### src/rtl/wsid_pkg.sv
// Shared types, constants and prefix-code tables of the whitespace instruction decoder.
`timescale 1ns / 1ps

package wsid_pkg;

  localparam logic [7:0] CHAR_SPACE = 8'd32;
  localparam logic [7:0] CHAR_TAB   = 8'd9;
  localparam logic [7:0] CHAR_LF    = 8'd10;

  typedef enum logic [1:0] {
    SYM_SPACE,
    SYM_TAB,
    SYM_LF,
    SYM_NONE
  } sym_t;

  // Decode stages are named by the prefix read so far; the last eight read a number.
  typedef enum logic [4:0] {
    ST_START,
    ST_IMP_TAB,
    ST_STACK,
    ST_STACK_TAB,
    ST_STACK_LF,
    ST_ARITH,
    ST_ARITH_SPACE,
    ST_ARITH_TAB,
    ST_HEAP,
    ST_FLOW,
    ST_FLOW_SPACE,
    ST_FLOW_TAB,
    ST_FLOW_LF,
    ST_IO,
    ST_IO_OUT,
    ST_IO_IN,
    ST_NUM_PUSH,
    ST_NUM_COPY,
    ST_NUM_SLIDE,
    ST_NUM_LABEL,
    ST_NUM_CALL,
    ST_NUM_JUMP,
    ST_NUM_JZ,
    ST_NUM_JN
  } stage_t;

  typedef enum logic [4:0] {
    OP_PUSH, OP_COPY, OP_SLIDE, OP_DUP, OP_SWAP, OP_DISCARD,
    OP_LABEL, OP_CALL, OP_JUMP, OP_JZ, OP_JN, OP_RET, OP_EXIT,
    OP_ADD, OP_SUB, OP_MUL, OP_DIV, OP_MOD, OP_STORE, OP_RETRIEVE,
    OP_OUTCHAR, OP_OUTNUM, OP_READCHAR, OP_READNUM
  } op_t;

  typedef enum logic [2:0] {
    ERR_NONE,
    ERR_UNDEFINED,
    ERR_MISSING_NUMBER,
    ERR_TOO_LONG,
    ERR_TOO_MANY
  } err_t;

  typedef enum logic [1:0] {
    PK_NEXT,
    PK_EMIT,
    PK_BAD
  } pkind_t;

  typedef struct packed {
    pkind_t kind;
    stage_t stage;
    op_t    op;
  } prefix_t;

  // Outcome of decoding one symbol, handed from the decoder to the result register.
  typedef struct packed {
    logic emit;
    op_t  op;
    err_t err;
  } result_ctrl_t;

  function automatic sym_t classify(input logic [7:0] c);
    sym_t s;
    case (c)
      CHAR_SPACE: s = SYM_SPACE;
      CHAR_TAB:   s = SYM_TAB;
      CHAR_LF:    s = SYM_LF;
      default:    s = SYM_NONE;
    endcase
    return s;
  endfunction

  function automatic prefix_t pk_go(input stage_t s);
    prefix_t p;
    p.kind  = PK_NEXT;
    p.stage = s;
    p.op    = OP_PUSH;
    return p;
  endfunction

  function automatic prefix_t pk_emit(input op_t o);
    prefix_t p;
    p.kind  = PK_EMIT;
    p.stage = ST_START;
    p.op    = o;
    return p;
  endfunction

  function automatic prefix_t pk_bad();
    prefix_t p;
    p.kind  = PK_BAD;
    p.stage = ST_START;
    p.op    = OP_PUSH;
    return p;
  endfunction

  function automatic prefix_t pick(input prefix_t a, input prefix_t b, input prefix_t c,
                                   input sym_t sym);
    prefix_t p;
    case (sym)
      SYM_SPACE: p = a;
      SYM_TAB:   p = b;
      default:   p = c;
    endcase
    return p;
  endfunction

  // One step of the instruction prefix tree; the number stages are handled elsewhere.
  function automatic prefix_t prefix_step(input stage_t stage, input sym_t sym);
    prefix_t p;
    case (stage)
      ST_START:       p = pick(pk_go(ST_STACK), pk_go(ST_IMP_TAB), pk_go(ST_FLOW), sym);
      ST_IMP_TAB:     p = pick(pk_go(ST_ARITH), pk_go(ST_HEAP), pk_go(ST_IO), sym);
      ST_STACK:       p = pick(pk_go(ST_NUM_PUSH), pk_go(ST_STACK_TAB),
                               pk_go(ST_STACK_LF), sym);
      ST_STACK_TAB:   p = pick(pk_go(ST_NUM_COPY), pk_bad(), pk_go(ST_NUM_SLIDE), sym);
      ST_STACK_LF:    p = pick(pk_emit(OP_DUP), pk_emit(OP_SWAP), pk_emit(OP_DISCARD), sym);
      ST_ARITH:       p = pick(pk_go(ST_ARITH_SPACE), pk_go(ST_ARITH_TAB), pk_bad(), sym);
      ST_ARITH_SPACE: p = pick(pk_emit(OP_ADD), pk_emit(OP_SUB), pk_emit(OP_MUL), sym);
      ST_ARITH_TAB:   p = pick(pk_emit(OP_DIV), pk_emit(OP_MOD), pk_bad(), sym);
      ST_HEAP:        p = pick(pk_emit(OP_STORE), pk_emit(OP_RETRIEVE), pk_bad(), sym);
      ST_FLOW:        p = pick(pk_go(ST_FLOW_SPACE), pk_go(ST_FLOW_TAB),
                               pk_go(ST_FLOW_LF), sym);
      ST_FLOW_SPACE:  p = pick(pk_go(ST_NUM_LABEL), pk_go(ST_NUM_CALL),
                               pk_go(ST_NUM_JUMP), sym);
      ST_FLOW_TAB:    p = pick(pk_go(ST_NUM_JZ), pk_go(ST_NUM_JN), pk_emit(OP_RET), sym);
      ST_FLOW_LF:     p = pick(pk_bad(), pk_bad(), pk_emit(OP_EXIT), sym);
      ST_IO:          p = pick(pk_go(ST_IO_OUT), pk_go(ST_IO_IN), pk_bad(), sym);
      ST_IO_OUT:      p = pick(pk_emit(OP_OUTCHAR), pk_emit(OP_OUTNUM), pk_bad(), sym);
      ST_IO_IN:       p = pick(pk_emit(OP_READCHAR), pk_emit(OP_READNUM), pk_bad(), sym);
      default:        p = pk_bad();
    endcase
    return p;
  endfunction

  function automatic op_t number_op(input logic [2:0] idx);
    op_t o;
    case (idx)
      3'd0:    o = OP_PUSH;
      3'd1:    o = OP_COPY;
      3'd2:    o = OP_SLIDE;
      3'd3:    o = OP_LABEL;
      3'd4:    o = OP_CALL;
      3'd5:    o = OP_JUMP;
      3'd6:    o = OP_JZ;
      default: o = OP_JN;
    endcase
    return o;
  endfunction

endpackage

### src/rtl/wsid_decode.sv
// Next-state and result logic for one decoded symbol of the instruction stream.
`timescale 1ns / 1ps

module wsid_decode #(
  parameter int ARG_BITS   = 32,
  parameter int INDEX_BITS = 16
) (
  input  wsid_pkg::sym_t          sym,
  input  wsid_pkg::stage_t        stage,
  input  logic                    sign_seen,
  input  logic                    sign_neg,
  input  logic [ARG_BITS-1:0]     accum,
  input  logic                    have_digit,
  input  logic [INDEX_BITS-1:0]   counter,
  output wsid_pkg::stage_t        stage_next,
  output logic                    sign_seen_next,
  output logic                    sign_neg_next,
  output logic [ARG_BITS-1:0]     accum_next,
  output logic                    have_digit_next,
  output wsid_pkg::result_ctrl_t  ctrl,
  output logic signed [ARG_BITS:0] arg
);
  import wsid_pkg::*;

  prefix_t             pfx;
  logic                fin;
  op_t                 fin_op;
  logic [ARG_BITS:0]   fin_arg;
  logic [ARG_BITS:0]   mag;
  logic                is_signed;

  assign mag       = {1'b0, accum};
  assign is_signed = (stage <= ST_NUM_SLIDE);
  assign pfx       = prefix_step(stage, sym);

  always_comb begin
    stage_next      = stage;
    sign_seen_next  = sign_seen;
    sign_neg_next   = sign_neg;
    accum_next      = accum;
    have_digit_next = have_digit;
    fin             = 1'b0;
    fin_op          = OP_PUSH;
    fin_arg         = '0;
    ctrl.emit       = 1'b0;
    ctrl.op         = OP_PUSH;
    ctrl.err        = ERR_NONE;

    if (stage < ST_NUM_PUSH) begin
      case (pfx.kind)
        PK_BAD: begin
          ctrl.emit = 1'b1;
          ctrl.err  = ERR_UNDEFINED;
        end
        PK_EMIT: begin
          fin    = 1'b1;
          fin_op = pfx.op;
        end
        default: begin
          stage_next = pfx.stage;
          // Entering a number clears the sign and digit state.
          if (pfx.stage >= ST_NUM_PUSH) begin
            sign_seen_next  = 1'b0;
            sign_neg_next   = 1'b0;
            accum_next      = '0;
            have_digit_next = 1'b0;
          end
        end
      endcase
    end else if (stage > ST_NUM_JN) begin
      stage_next = ST_START;
    end else if (sym == SYM_LF) begin
      if (!have_digit) begin
        ctrl.emit = 1'b1;
        ctrl.err  = ERR_MISSING_NUMBER;
      end else begin
        fin     = 1'b1;
        fin_op  = number_op(stage[2:0]);
        fin_arg = (is_signed && sign_neg) ? (ARG_BITS+1)'(~mag + 1'b1) : mag;
      end
    end else if (is_signed && !sign_seen) begin
      sign_seen_next = 1'b1;
      sign_neg_next  = (sym == SYM_TAB);
    end else if (accum[ARG_BITS-1]) begin
      ctrl.emit = 1'b1;
      ctrl.err  = ERR_TOO_LONG;
    end else begin
      accum_next      = {accum[ARG_BITS-2:0], sym == SYM_TAB};
      have_digit_next = 1'b1;
    end

    if (fin) begin
      ctrl.emit = 1'b1;
      if (&counter) begin
        ctrl.err = ERR_TOO_MANY;
      end else begin
        ctrl.op    = fin_op;
        stage_next = ST_START;
      end
    end
  end

  assign arg = (fin && ctrl.err == ERR_NONE) ? $signed(fin_arg) : '0;

endmodule

### src/rtl/whitespace_instruction_decoder.sv
// Top level of the whitespace instruction decoder: input register, decode state, result register.
`timescale 1ns / 1ps

// Takes one source byte per word on the char channel and delivers one decoded
// instruction per word on the res channel. Only space, tab and line feed matter;
// all other bytes are taken and dropped. The block sustains one byte per clock
// while the result register is not stalled: a byte is held in the input register,
// the prefix decoder and number accumulator update their state in a single pass,
// and the result lands in the output register, which holds it until it is taken.
// A stalled result register holds the decoder; the input register then fills and
// char_ready drops. Any error yields one result with opcode 0, argument 0 and a
// nonzero error_code, after which all input is swallowed until reset.
module whitespace_instruction_decoder #(
  parameter int ARG_BITS   = 32,
  parameter int INDEX_BITS = 16
) (
  input  logic                     clk,
  input  logic                     rst,
  input  logic                     char_valid,
  output logic                     char_ready,
  input  logic [7:0]               char_code,
  output logic                     res_valid,
  input  logic                     res_ready,
  output logic [4:0]               opcode,
  output logic signed [ARG_BITS:0] argument,
  output logic [INDEX_BITS-1:0]    instr_index,
  output logic [2:0]               error_code
);
  import wsid_pkg::*;

  logic                   stg_valid;
  sym_t                   stg_sym;
  stage_t                 stage,  stage_next;
  logic                   sign_seen, sign_seen_next;
  logic                   sign_neg, sign_neg_next;
  logic [ARG_BITS-1:0]    accum, accum_next;
  logic                   have_digit, have_digit_next;
  logic [INDEX_BITS-1:0]  counter;
  logic                   halted;
  result_ctrl_t           ctrl;
  logic signed [ARG_BITS:0] arg;
  sym_t                   in_sym;
  logic                   fire;

  assign in_sym     = classify(char_code);
  assign fire       = stg_valid && !halted && (!res_valid || res_ready);
  assign char_ready = !stg_valid || halted || !res_valid || res_ready;

  wsid_decode #(
    .ARG_BITS   (ARG_BITS),
    .INDEX_BITS (INDEX_BITS)
  ) u_decode (
    .sym             (stg_sym),
    .stage           (stage),
    .sign_seen       (sign_seen),
    .sign_neg        (sign_neg),
    .accum           (accum),
    .have_digit      (have_digit),
    .counter         (counter),
    .stage_next      (stage_next),
    .sign_seen_next  (sign_seen_next),
    .sign_neg_next   (sign_neg_next),
    .accum_next      (accum_next),
    .have_digit_next (have_digit_next),
    .ctrl            (ctrl),
    .arg             (arg)
  );

  // Input register: keeps only the three meaningful symbols.
  always_ff @(posedge clk) begin
    if (rst) begin
      stg_valid <= 1'b0;
      stg_sym   <= SYM_NONE;
    end else if (char_ready) begin
      stg_valid <= char_valid && (in_sym != SYM_NONE) && !halted;
      stg_sym   <= in_sym;
    end
  end

  always_ff @(posedge clk) begin
    if (rst) begin
      stage      <= ST_START;
      sign_seen  <= 1'b0;
      sign_neg   <= 1'b0;
      accum      <= '0;
      have_digit <= 1'b0;
      counter    <= '0;
      halted     <= 1'b0;
    end else if (fire) begin
      stage      <= stage_next;
      sign_seen  <= sign_seen_next;
      sign_neg   <= sign_neg_next;
      accum      <= accum_next;
      have_digit <= have_digit_next;
      if (ctrl.emit && ctrl.err == ERR_NONE) begin
        counter <= counter + 1'b1;
      end
      if (ctrl.emit && ctrl.err != ERR_NONE) begin
        halted <= 1'b1;
      end
    end
  end

  always_ff @(posedge clk) begin
    if (rst) begin
      res_valid <= 1'b0;
    end else if (fire && ctrl.emit) begin
      res_valid <= 1'b1;
    end else if (res_ready) begin
      res_valid <= 1'b0;
    end
  end

  always_ff @(posedge clk) begin
    if (fire && ctrl.emit) begin
      opcode      <= ctrl.op;
      argument    <= arg;
      instr_index <= counter;
      error_code  <= ctrl.err;
    end
  end

endmodule

### config.mk
export PLATFORM = sky130hd
export DESIGN_NAME = whitespace_instruction_decoder
export DESIGN_NICKNAME = d
export VERILOG_FILES = /design/src/rtl/wsid_pkg.sv /design/src/rtl/wsid_decode.sv /design/src/rtl/whitespace_instruction_decoder.sv
export SDC_FILE = /design/constraint.sdc
export NUM_CORES = 1
export LEC_CHECK = 0
export ABC_CLOCK_PERIOD_IN_PS = 3950
export BUFFER_PORTS_ARGS = -buffer_cell sky130_fd_sc_hd__buf_2
export CAP_MARGIN = 40
export CORE_MARGIN = 2
export CORE_UTILIZATION = 50
export DETAILED_ROUTE_END_ITERATION = 12
export PLACE_DENSITY = 0.73
export SKIP_CTS_REPAIR_TIMING = 1
export SLEW_MARGIN = 20
export SYNTH_ARGS = -nofsm -noshare
export SYNTH_HDL_FRONTEND = slang
export SYNTH_HIERARCHICAL = 1
export SYNTH_SLANG_ARGS = --single-unit
### constraint.sdc
create_clock -name clk -period 3.95 [get_ports clk]
set_input_delay 0.395 -clock clk [delete_from_list [all_inputs] [get_ports clk]]
set_output_delay 0.395 -clock clk [all_outputs]
set_load 0.1 [all_outputs]
==> results of run 1 <==
-- cells by family after synthesis --
group           after synthesis  share of synthesized area (%)
xor+xnor                     32                           4.36
mux                           8                           1.27
flops                       118                           45.7
fa+ha+maj                     4                          0.779
simple gates                365                           27.0
compound gates              185                           17.0
buf+inv                      59                           3.88
-- worst max-delay path by stage --
stage / startpoint / endpoint / depth (start not counted)
after detailed placement: stage[3]$_SDFFE_PP0P_ / counter[15]$_SDFFE_PP0P_ / 14
after CTS: stage[3]$_SDFFE_PP0P_ / counter[15]$_SDFFE_PP0P_ / 14
after floorplan: stg_sym[1]$_SDFFE_PP1P_ / counter[15]$_SDFFE_PP0P_ / 18
after global placement: stage[3]$_SDFFE_PP0P_ / counter[15]$_SDFFE_PP0P_ / 14
final: stage[3]$_SDFFE_PP0P_ / counter[12]$_SDFFE_PP0P_ / 14
after global routing: stage[2]$_SDFFE_PP0P_ / counter[10]$_SDFFE_PP0P_ / 15
-- cell type report --
cell class                      instances  area (sq um)  share of cell area (%)
Multi-Input combinational cell        595          3280                    42.6
Clock buffer                           19           443                    5.75
Sequential cell                       118          2930                    38.1
Tap cell                              172           215                    2.79
Inverter                                8          30.0                   0.390
Timing Repair Buffer                   97           622                    8.07
Clock inverter                         13           179                    2.32
-- routing by layer --
layer | routed length (um) | share of wire (%) | global-route usage [%] | vias up
li1 | - | - | - | 2863
met1 | 6920 | 44 | 29.5 | 2760
met2 | 7600 | 48 | 36.7 | 275
met3 | 954 | 6.1 | 4.28 | 30
met4 | 252 | 1.6 | 7.38 | 0
met5 | 0 | 0 | 0 | -
-- cells in the mapped netlist (3+ instances only) --
library cell	n	share of area, %
xor2_1	22	3.0
nand4_1	10	0.97
buf_2	16	1.2
and2_1	5	0.49
ha_1	4	0.78
mux2i_1	7	1.1
and4_1	3	0.41
a22oi_1	5	0.58
nor2b_1	15	1.5
dfxtp_1	61	19
o211ai_1	3	0.35
nand2b_1	12	1.2
o22ai_1	3	0.29
o21ai_0	22	1.7
nor4_1	10	0.97
clkbuf_1	29	1.7
nor3b_1	4	0.47
a31o_2	3	0.41
a21oi_1	108	8.4
buf_1	5	0.29
nor3_1	14	1.1
xnor2_1	10	1.4
nor2_1	64	3.7
or3_1	12	1.2
or4_1	7	0.82
nand3_1	13	1.0
inv_1	7	0.41
nand3b_1	3	0.35
nand2_1	176	10
o31ai_1	18	2.1
edfxtp_1	57	27
-- registers in the layout, summed over array words and instances (netlist names) --
signal,cells
res_valid,1
instr_index,16
accum,32
halted,1
error_code,3
stage,5
opcode,5
stg_sym,2
have_digit,1
sign_seen,1
stg_valid,1
argument,33
sign_neg,1
counter,16
-- where the power goes --
| group | switching [mW] | internal [mW] |
|---|---|---|
| clock network | 0.544 | 1.07 |
| registers | 0.000158 | 1.27 |
| logic | 0.0190 | 0.00943 |
-- critical path, cell delays in order (launching register included) --
cell and delay, ns:
dfxtp_1 0.31, buf_4 0.17, or3b_2 0.50, o31ai_2 0.21, nand2_1 0.08, nand3_1 0.10
inv_1 0.06, ha_1 0.18, nand2_1 0.14, nand2_1 0.08, and2_1 0.17, or4b_4 0.53
or3_4 0.47, or4_1 0.53, a21oi_1 0.18
-- metrics by stage --
| step | util [%] | instances |
|---|---|---|
| after floorplan | - | 771 |
| after global placement | 55.5 | 985 |
| after detailed placement | 56.0 | 988 |
| after CTS | 60.9 | 1020 |
| after global routing | 61.3 | 1022 |
| final | 61.3 | 1022 |
==> metrics.md, run 1 <==
| Metric | Value |
|---|---|
| Outcome | complete, no violations |
| Total negative slack | 0 ns |
| Clock buffer depth | 2 |
| DRT Wirelength | 15700 um |
| TritonCTS clock tree | built |
| Die Ht | 117 um |
| Initial Util | 51.1% |
| Unrepaired setup endpoints after global routing | false |
| Most common cell after layout, fill and taps aside | nand2_1 |
| DRT Pass-1 Iters | 5 |
| CTS H-tree lvls | 4 |
| Worst-Margin Slew | 0.846 ns |
| Area post-placement | 7040 sq um |
| Final min period | 3.79 ns |
| ANT nets after route | 0 |
| Post-Layout Inst Area | 7710 sq um |
| Hold slack final | 0.283 ns |
| Via Count | 5928 |
| Vias in the first global route | 5321 |
| Vias per inst | 5.80 |
| CTS sink cnt | 118 |
| Routability cong. | 0.923 |
| I/O Buffers | 70 |
| Reg2Reg Launch Point | stage[3]$_SDFFE_PP0P_ |
| First-pass GRT wire length | 25600 um |
| Leak Pwr | 2.65 nW |
| DIE WIDTH | 117 um |
| CTS root buf | clkbuf_16 |
| Post-DR wirelength/cell | 15.4 um |
| Synth warnings | 6 |
| CP arrival | 4.12 ns |
| Count of max-cap constraint violations | 0 |
| Post-Synthesis Cell Area | 6420 sq um |
| Syn Area/Cell | 8.33 sq um |
| Initial antenna violation count | 0 |
| Area grow syn2layout | 20.0% |
| Crit path max fanout | 11 |
| R2R Setup Slk | 0.16 ns |
| Core Region | 12600 sq um |
| Netlist cell types | 68 |
| Relative slew slack | 42.8% |
| Ant. Diodes | 0 |
| Drc violations | 0 |
| Setup crit start kind | flop |
| Cell area power density | 378 nW/um^2 |
| Die area | 13800 sq um |
| GRT Resource Usage Total | 22.2% |
| Worst r2r dst | counter[12]$_SDFFE_PP0P_ |
| Clk slew on worst S/H paths | 0.06 ns |
| GRT overflow | 0 |
| Crit Path Category | flop to flop |
| Hold crit path type | input pin to flop |
| Hold path endpoint | stg_sym[1]$_SDFFE_PP1P_ |
| Row cnt | 41 |
| Pre-CTS setup slack | 0.160 ns |
| Crit share post-route | 95.9% |
| Worst Hold Launch | char_code[1] |
| Path depth of the worst reg2reg path | 14 |
| Fin. max-slew vios | 0 |
| CP endpoint kind | flop |
| Share of cells above drive strength 1 | 17.9% |
| Top_reg_cell synth | dfxtp_1 |
| Post-synthesis register bit count | 118 |
| Worst Hold Depth | 3 |
| Initial drt markers | 496 |
| Pwr Total | 2.91 mW |
| Final WS setup | 0.160 ns |
| CP Data Required Time | 4.28 ns |
| HPWL Detailed | 10200 um |
| Total CTS buffers | 17 |
| FMAX | 264 MHz |
| Setup Skew | 0.0102 ns |
| Clk_lat worst skew | 0.41 ns |
| Sequential element share of the synthesized area | 45.7% |
| Most frequent cells in the layout | nand2_1, a21oi_1, buf_2, nor2_1, dfxtp_1 |
| # fillers | 1083 |
| Worst vdd ir | 0.248 mV |
| Boundary Pins | 71 |
| Largest net degree at the start of global routing | 41 |
| Final Setup Violations | 0 |
| Fin. Hold Viols | 0 |
| Synth Net Count | 787 |
| Cell count after synthesis | 771 |
| Final net count | 853 |
| Asr flop ratio synth | 0% |
| EDFF count, synth | 57 |
Power figures use the tool's default switching activity.
==> run 2: changes to the inputs <==
--- a/config.mk
+++ b/config.mk
@@ -7,7 +7,6 @@
 export LEC_CHECK = 0
 export ABC_CLOCK_PERIOD_IN_PS = 3950
 export BUFFER_PORTS_ARGS = -buffer_cell sky130_fd_sc_hd__buf_2
-export CAP_MARGIN = 40
 export CORE_MARGIN = 2
 export CORE_UTILIZATION = 50
 export DETAILED_ROUTE_END_ITERATION = 12
==> constraint.sdc (replaced) <==
create_clock -name clk -period 3.95 [get_ports clk]
set_input_delay 0.395 -clock clk [delete_from_list [all_inputs] [get_ports clk]]
set_output_delay 0.395 -clock clk [all_outputs]
set_load 0.05 [all_outputs]
==> metrics.md, run 2 (same netlist as run 1, synthesis figures left out) <==
| Metric | Value |
|---|---|
| Total CTS buffers | 17 (unchanged) |
| CTS H-tree lvls | 4 (unchanged) |
| DIE WIDTH | 117 um (unchanged) |
| Crit share post-route | 94.9% (-1.1 points) |
| Most common cell after layout, fill and taps aside | nand2_1 |
| Power share of the combinational group | 1.0% (about the same) |
| Crit path max fanout | 21 (+10) |
| R2R Setup Slk | 0.20 ns (+0.04 ns) |
| CTS sink cnt | 118 (unchanged) |
| Worst Hold Launch | char_code[1] |
| Unrepaired setup endpoints after global routing | false |
| Final min period | 3.75 ns (-0.0422 ns) |
| Hold crit path type | input pin to flop |
| Worst Hold Depth | 3 (unchanged) |
| CP arrival | 4.04 ns (-0.08 ns) |
| Routability cong. | 0.923 (unchanged) |
| Final net count | 848 (-0.59%) |
| CP Data Required Time | 4.24 ns (-0.04 ns) |
| Largest Register | argument |
| Die Ht | 117 um (unchanged) |
| Final WS setup | 0.202 ns (+0.0422 ns) |
| Post-DR wirelength/cell | 15.3 um (-0.73%) |
| Leak Pwr | 2.56 nW (-3.4%) |
| Drc violations | 0 (unchanged) |
| HPWL Detailed | 10000 um (-1.5%) |
| Die area | 13800 sq um (unchanged) |
| Row cnt | 41 (unchanged) |
| Setup Skew | 0.0115 ns (+0.00130 ns) |
| Worst vdd ir | 0.238 mV (-4.1%) |
| Largest net degree at the start of global routing | 41 (unchanged) |
| Path depth of the worst reg2reg path | 14 (unchanged) |
| GRT overflow | 0 (unchanged) |
| Reg power frac | 45.7% (+2.1 points) |
| Hold slack final | 0.297 ns (+0.0133 ns) |
| DRT Wirelength | 15500 um (-1.2%) |
| Area grow syn2layout | 17.6% |
| Crit Path Category | flop to flop |
| I/O Buffers | 70 (unchanged) |
| Clock buffer depth | 2 (unchanged) |
| Final Setup Violations | 0 (unchanged) |
| Reg2Reg Launch Point | stage[3]$_SDFFE_PP0P_ |
| Fin. Hold Viols | 0 (unchanged) |
| Total negative slack | 0 ns (unchanged) |
| Sw power | 0.544 mW (-3.4%) |
| Sw Share | 19.6% (+0.24 points) |
| ANT nets after route | 0 (unchanged) |
| Relative slew slack | 25.8% (-17 points) |
| First-pass GRT wire length | 25500 um (-0.48%) |
| CTS root buf | clkbuf_16 |
| Outcome | complete, no violations |
| Worst-Margin Slew | 1.11 ns (+0.267 ns) |
| Clk slew on worst S/H paths | 0.05 ns (about the same) |
| Clk_lat worst skew | 0.41 ns (about the same) |
| Most frequent cells in the layout | nand2_1, a21oi_1, buf_2, nor2_1, dfxtp_1 |
| Boundary Pins | 71 (unchanged) |
| Worst r2r dst | counter[15]$_SDFFE_PP0P_ |
| CP endpoint kind | flop |
| TritonCTS clock tree | built |
| Core Region | 12600 sq um (unchanged) |
| Initial antenna violation count | 0 (unchanged) |
| Initial drt markers | 454 (-8.5%) |
| Hold path endpoint | stg_sym[1]$_SDFFE_PP1P_ |
| Vias per inst | 5.73 (-1.2%) |
| Ant. Diodes | 0 (unchanged) |
| Regs by FF count | argument (33), accum (32) |
| Clock power share | 53.3% (-2.1 points) |
| Count of max-cap constraint violations | 0 (unchanged) |
| Internal power | 2.24 mW (-4.8%) |
| Share of cells above drive strength 1 | 17.2% (-0.72 points) |
| Vias in the first global route | 5392 (+1.3%) |
| Via Count | 5830 (-1.7%) |
| GRT Resource Usage Total | 22.2% (-0.079 points) |
| Pwr Total | 2.78 mW (-4.5%) |
| FMAX | 267 MHz (+1.1%) |
| Max reg flops | 33 (unchanged) |
| Setup crit start kind | flop |
| Initial Util | 51.1% (unchanged) |
| Pre-CTS setup slack | 0.178 ns (+0.0174 ns) |
| Fin. max-slew vios | 0 (unchanged) |
| Cell area power density | 368 nW/um^2 (-2.6%) |
| DRT Pass-1 Iters | 5 (unchanged) |
## run 2: cell count changes in the layout (fill, tap and decap cells not counted), moves of 2 or more
cell        previous run  this run
buf_16                 2         0
bufinv_16              4         2
clkbuf_1               1         4
clkinv_4               2         0
clkinvlp_4             1         3
## run 2: area by class of cell
cell class / instances / area, sq um
Sequential cell: 118 / 2930
Clock inverter: 9 / 103
Multi-Input combinational cell: 594 / 3270
Inverter: 8 / 30.0
Clock buffer: 23 / 468
Timing Repair Buffer: 93 / 536
Fill cell: 1064 / 5010
Tap cell: 172 / 215
## run 2: routing by layer
| layer | up-vias | wire length, um | global-route usage (%) | share of wire (%) |
|---|---|---|---|---|
| met4 | 0 | 210 | 8.81 | 1.4 |
| met2 | 190 | 7660 | 36.0 | 49 |
| met3 | 26 | 806 | 3.89 | 5.2 |
| met1 | 2758 | 6850 | 29.5 | 44 |
| met5 | - | 0 | 0 | 0 |
| li1 | 2856 | - | - | - |
## run 2: worst max-delay path by stage
stage | cells past startpoint | start | to | slack (ns)
after floorplan | 18 | stg_sym[1]$_SDFFE_PP1P_ | counter[15]$_SDFFE_PP0P_ | 0.35
after global placement | 14 | stage[3]$_SDFFE_PP0P_ | counter[15]$_SDFFE_PP0P_ | 0.33
after detailed placement | 14 | stage[3]$_SDFFE_PP0P_ | counter[15]$_SDFFE_PP0P_ | 0.18
after CTS | 14 | stage[3]$_SDFFE_PP0P_ | counter[15]$_SDFFE_PP0P_ | 0.17
after global routing | 14 | stage[3]$_SDFFE_PP0P_ | counter[11]$_SDFFE_PP0P_ | 0.02
final | 14 | stage[3]$_SDFFE_PP0P_ | counter[15]$_SDFFE_PP0P_ | 0.20
## run 2: through the flow
step / std cells / util [%] / cell area [sq um]
2_1_floorplan: 771 / - / 6420
3_3_place_gp: 985 / 55.5 / 6970
3_5_place_dp: 985 / 55.5 / 6970
4_1_cts: 1017 / 60.0 / 7540
5_1_grt: 1017 / 60.1 / 7550
6_report: 1017 / 60.1 / 7550
## run 2: critical path, stage by stage (launching register included)
cell     delay, ns
dfxtp_1       0.32
buf_4         0.17
or3b_2        0.49
o31ai_2       0.20
nand2_1       0.07
nand3_1       0.11
inv_1         0.05
ha_1          0.18
nand2_1       0.14
nand2_1       0.09
and2_1        0.17
or4b_4        0.51
or3_4         0.46
nor4_2        0.32
mux2_2        0.36
## run 2: power groups by stage
stage	Clock, mW	Combinational, mW	Sequential [mW]
detailed placement	0	0.0274	1.30
CTS	1.50	0.0274	1.27
floorplan	0	0.0163	1.30
finish	1.48	0.0280	1.27
global route	1.55	0.0305	1.27
global placement	0	0.0263	1.30
==> run 3: changes to the inputs <==
--- a/config.mk
+++ b/config.mk
@@ -8,9 +8,9 @@
 export ABC_CLOCK_PERIOD_IN_PS = 3950
 export BUFFER_PORTS_ARGS = -buffer_cell sky130_fd_sc_hd__buf_2
 export CORE_MARGIN = 2
-export CORE_UTILIZATION = 50
+export CORE_UTILIZATION = 42
 export DETAILED_ROUTE_END_ITERATION = 12
-export PLACE_DENSITY = 0.73
+export PLACE_DENSITY = 0.63
 export SKIP_CTS_REPAIR_TIMING = 1
 export SLEW_MARGIN = 20
 export SYNTH_ARGS = -nofsm -noshare
==> metrics.md, run 3 (same netlist as run 1, synthesis figures left out) <==
| Metric | Value |
|---|---|
| Outcome | complete, no violations |
| Unrepaired setup endpoints after global routing | false |
| Initial Util | 42.6% (-8.5 points) |
| Clk_lat worst skew | 0.42 ns (about the same) |
| HPWL Detailed | 9680 um (-3.4%) |
| CP endpoint kind | flop |
| Final Setup Violations | 0 (unchanged) |
| Total negative slack | 0 ns (unchanged) |
| Largest Register | argument |
| Via Count | 5632 (-3.4%) |
| Count of max-cap constraint violations | 0 (unchanged) |
| Fin. Hold Viols | 0 (unchanged) |
| CP Data Required Time | 4.26 ns (+0.02 ns) |
| Setup Skew | 0.00823 ns (-0.00331 ns) |
| Drc violations | 0 (unchanged) |
| Crit path max fanout | 21 (unchanged) |
| Fin. max-slew vios | 0 (unchanged) |
| GRT Resource Usage Total | 18.8% (-3.4 points) |
| # fillers | 1461 (+37%) |
| Row cnt | 45 (+9.8%) |
| Setup crit start kind | flop |
| TritonCTS clock tree | built |
| Ant. Diodes | 0 (unchanged) |
| DRT Pass-1 Iters | 5 (unchanged) |
| Vias per inst | 5.44 (-5.2%) |
| Die area | 16300 sq um (+18%) |
| Area grow syn2layout | 18.6% |
| Worst-Margin Slew | 0.901 ns (-0.212 ns) |
| Worst vdd ir | 0.311 mV (+31%) |
| Total CTS buffers | 17 (unchanged) |
| Post-DR wirelength/cell | 14.7 um (-4.1%) |
| ANT nets after route | 0 (unchanged) |
| Cell area power density | 383 nW/um^2 (+4.0%) |
| Die Ht | 128 um (+8.8%) |
| Clk slew on worst S/H paths | 0.06 ns (about the same) |
| Crit Path Category | flop to flop |
| Largest net degree at the start of global routing | 41 (unchanged) |
| Initial antenna violation count | 0 (unchanged) |
| Most frequent cells in the layout | nand2_1, a21oi_1, buf_2, nor2_1, dfxtp_1 |
| CP arrival | 4.03 ns (about the same) |
| GRT overflow | 0 (unchanged) |
| Share of cells above drive strength 1 | 17.5% (+0.29 points) |
| CTS root buf | clkbuf_16 |
| First-pass GRT wire length | 24600 um (-3.4%) |
| Core Region | 15100 sq um (+20%) |
| I/O Buffers | 70 (unchanged) |
| FMAX | 269 MHz (+0.83%) |
| Hold slack final | 0.274 ns (-0.0229 ns) |
| Initial drt markers | 464 (+2.2%) |
| CTS sink cnt | 118 (unchanged) |
| DRT Wirelength | 15200 um (-2.3%) |
| Vias in the first global route | 4862 (-9.8%) |
| Routability cong. | 0.872 (-5.5%) |
| Max reg flops | 33 (unchanged) |
| Final min period | 3.72 ns (-0.0310 ns) |
| Clock buffer depth | 2 (unchanged) |
| Most common cell after layout, fill and taps aside | nand2_1 |
| CTS H-tree lvls | 4 (unchanged) |
| Multi-input logic area | 3250 sq um (-0.61%) |
| Leak Pwr | 2.60 nW (+1.4%) |
| Final net count | 851 (+0.35%) |
| Regs by FF count | argument (33), accum (32) |
| DIE WIDTH | 128 um (+8.8%) |
| Relative slew slack | 39.8% (+14 points) |
| Crit share post-route | 94.1% (-0.78 points) |
| FF/Latch Area | 2930 sq um (unchanged) |
| Boundary Pins | 71 (unchanged) |
| Hold crit path type | input pin to flop |
==> run 3: cell types whose count changed in the layout (fill, tap and decap cells not counted), moves of 2 or more <==
cell and change:
clkbuf_1 -3, bufinv_16 +2, clkinv_4 +2, buf_4 +4
==> run 3: metrics by stage <==
stage	total power [mW]	instances	utilization, %	setup WS [ns]	instance area [sq um]
floorplan	1.31	771	-	0.354	6420
global placement	1.32	1004	46.3	0.360	6990
detailed placement	1.32	1004	46.3	0.237	6990
CTS	2.94	1036	50.5	0.214	7610
global route	3.00	1036	50.5	0.0319	7620
finish	2.92	1036	50.5	0.233	7620
==> run 3: area by class of cell <==
cell class                 count  area share (%)
clock buffer                  19            5.81
clock inverter                13            2.37
inverter                       8           0.394
multi-input combinational    594            42.7
sequential                   118            38.5
tap                          188            3.09
timing repair buffer          96            7.16
==> run 3: worst max-delay path: stages, from the launching register on <==
cell and delay (ns):
dfxtp_1 0.51, nor2b_2 0.30, nand2b_1 0.08, a21oi_1 0.14, o21bai_1 0.10, a21oi_1 0.16
ha_1 0.18, nand2_1 0.07, nand2_1 0.08, and2_1 0.17, nor2_1 0.08, or4b_4 0.53
or3_4 0.45, nor4_1 0.36, mux2_2 0.37
==> run 3: final timing paths <==
path / cells past startpoint / slack [ns] / from / to
max: 14 / 0.23 / stage[3]$_SDFFE_PP0P_ / counter[15]$_SDFFE_PP0P_
min: 3 / 0.27 / char_code[1] / stg_sym[1]$_SDFFE_PP1P_
max reg2reg: 14 / 0.23 / stage[3]$_SDFFE_PP0P_ / counter[15]$_SDFFE_PP0P_
min reg2reg: 2 / 0.48 / sign_neg$_SDFFE_PP0P_ / sign_neg$_SDFFE_PP0P_
==> run 3: where the power goes <==
group	total, mW	internal, mW	switching (mW)	leakage, nW
Sequential	1.27	1.27	0.000282	0.943
Combinational	0.0278	0.00924	0.0186	1.36
Clock	1.62	1.07	0.550	0.299
==> run 3: routing by layer <==
layer	routed length (um)	vias up	track usage (%)
met4	206	0	6.59
met3	645	19	3.67
met5	0	-	0
li1	-	2865	-
met2	7140	118	29.8
met1	7190	2630	25.8
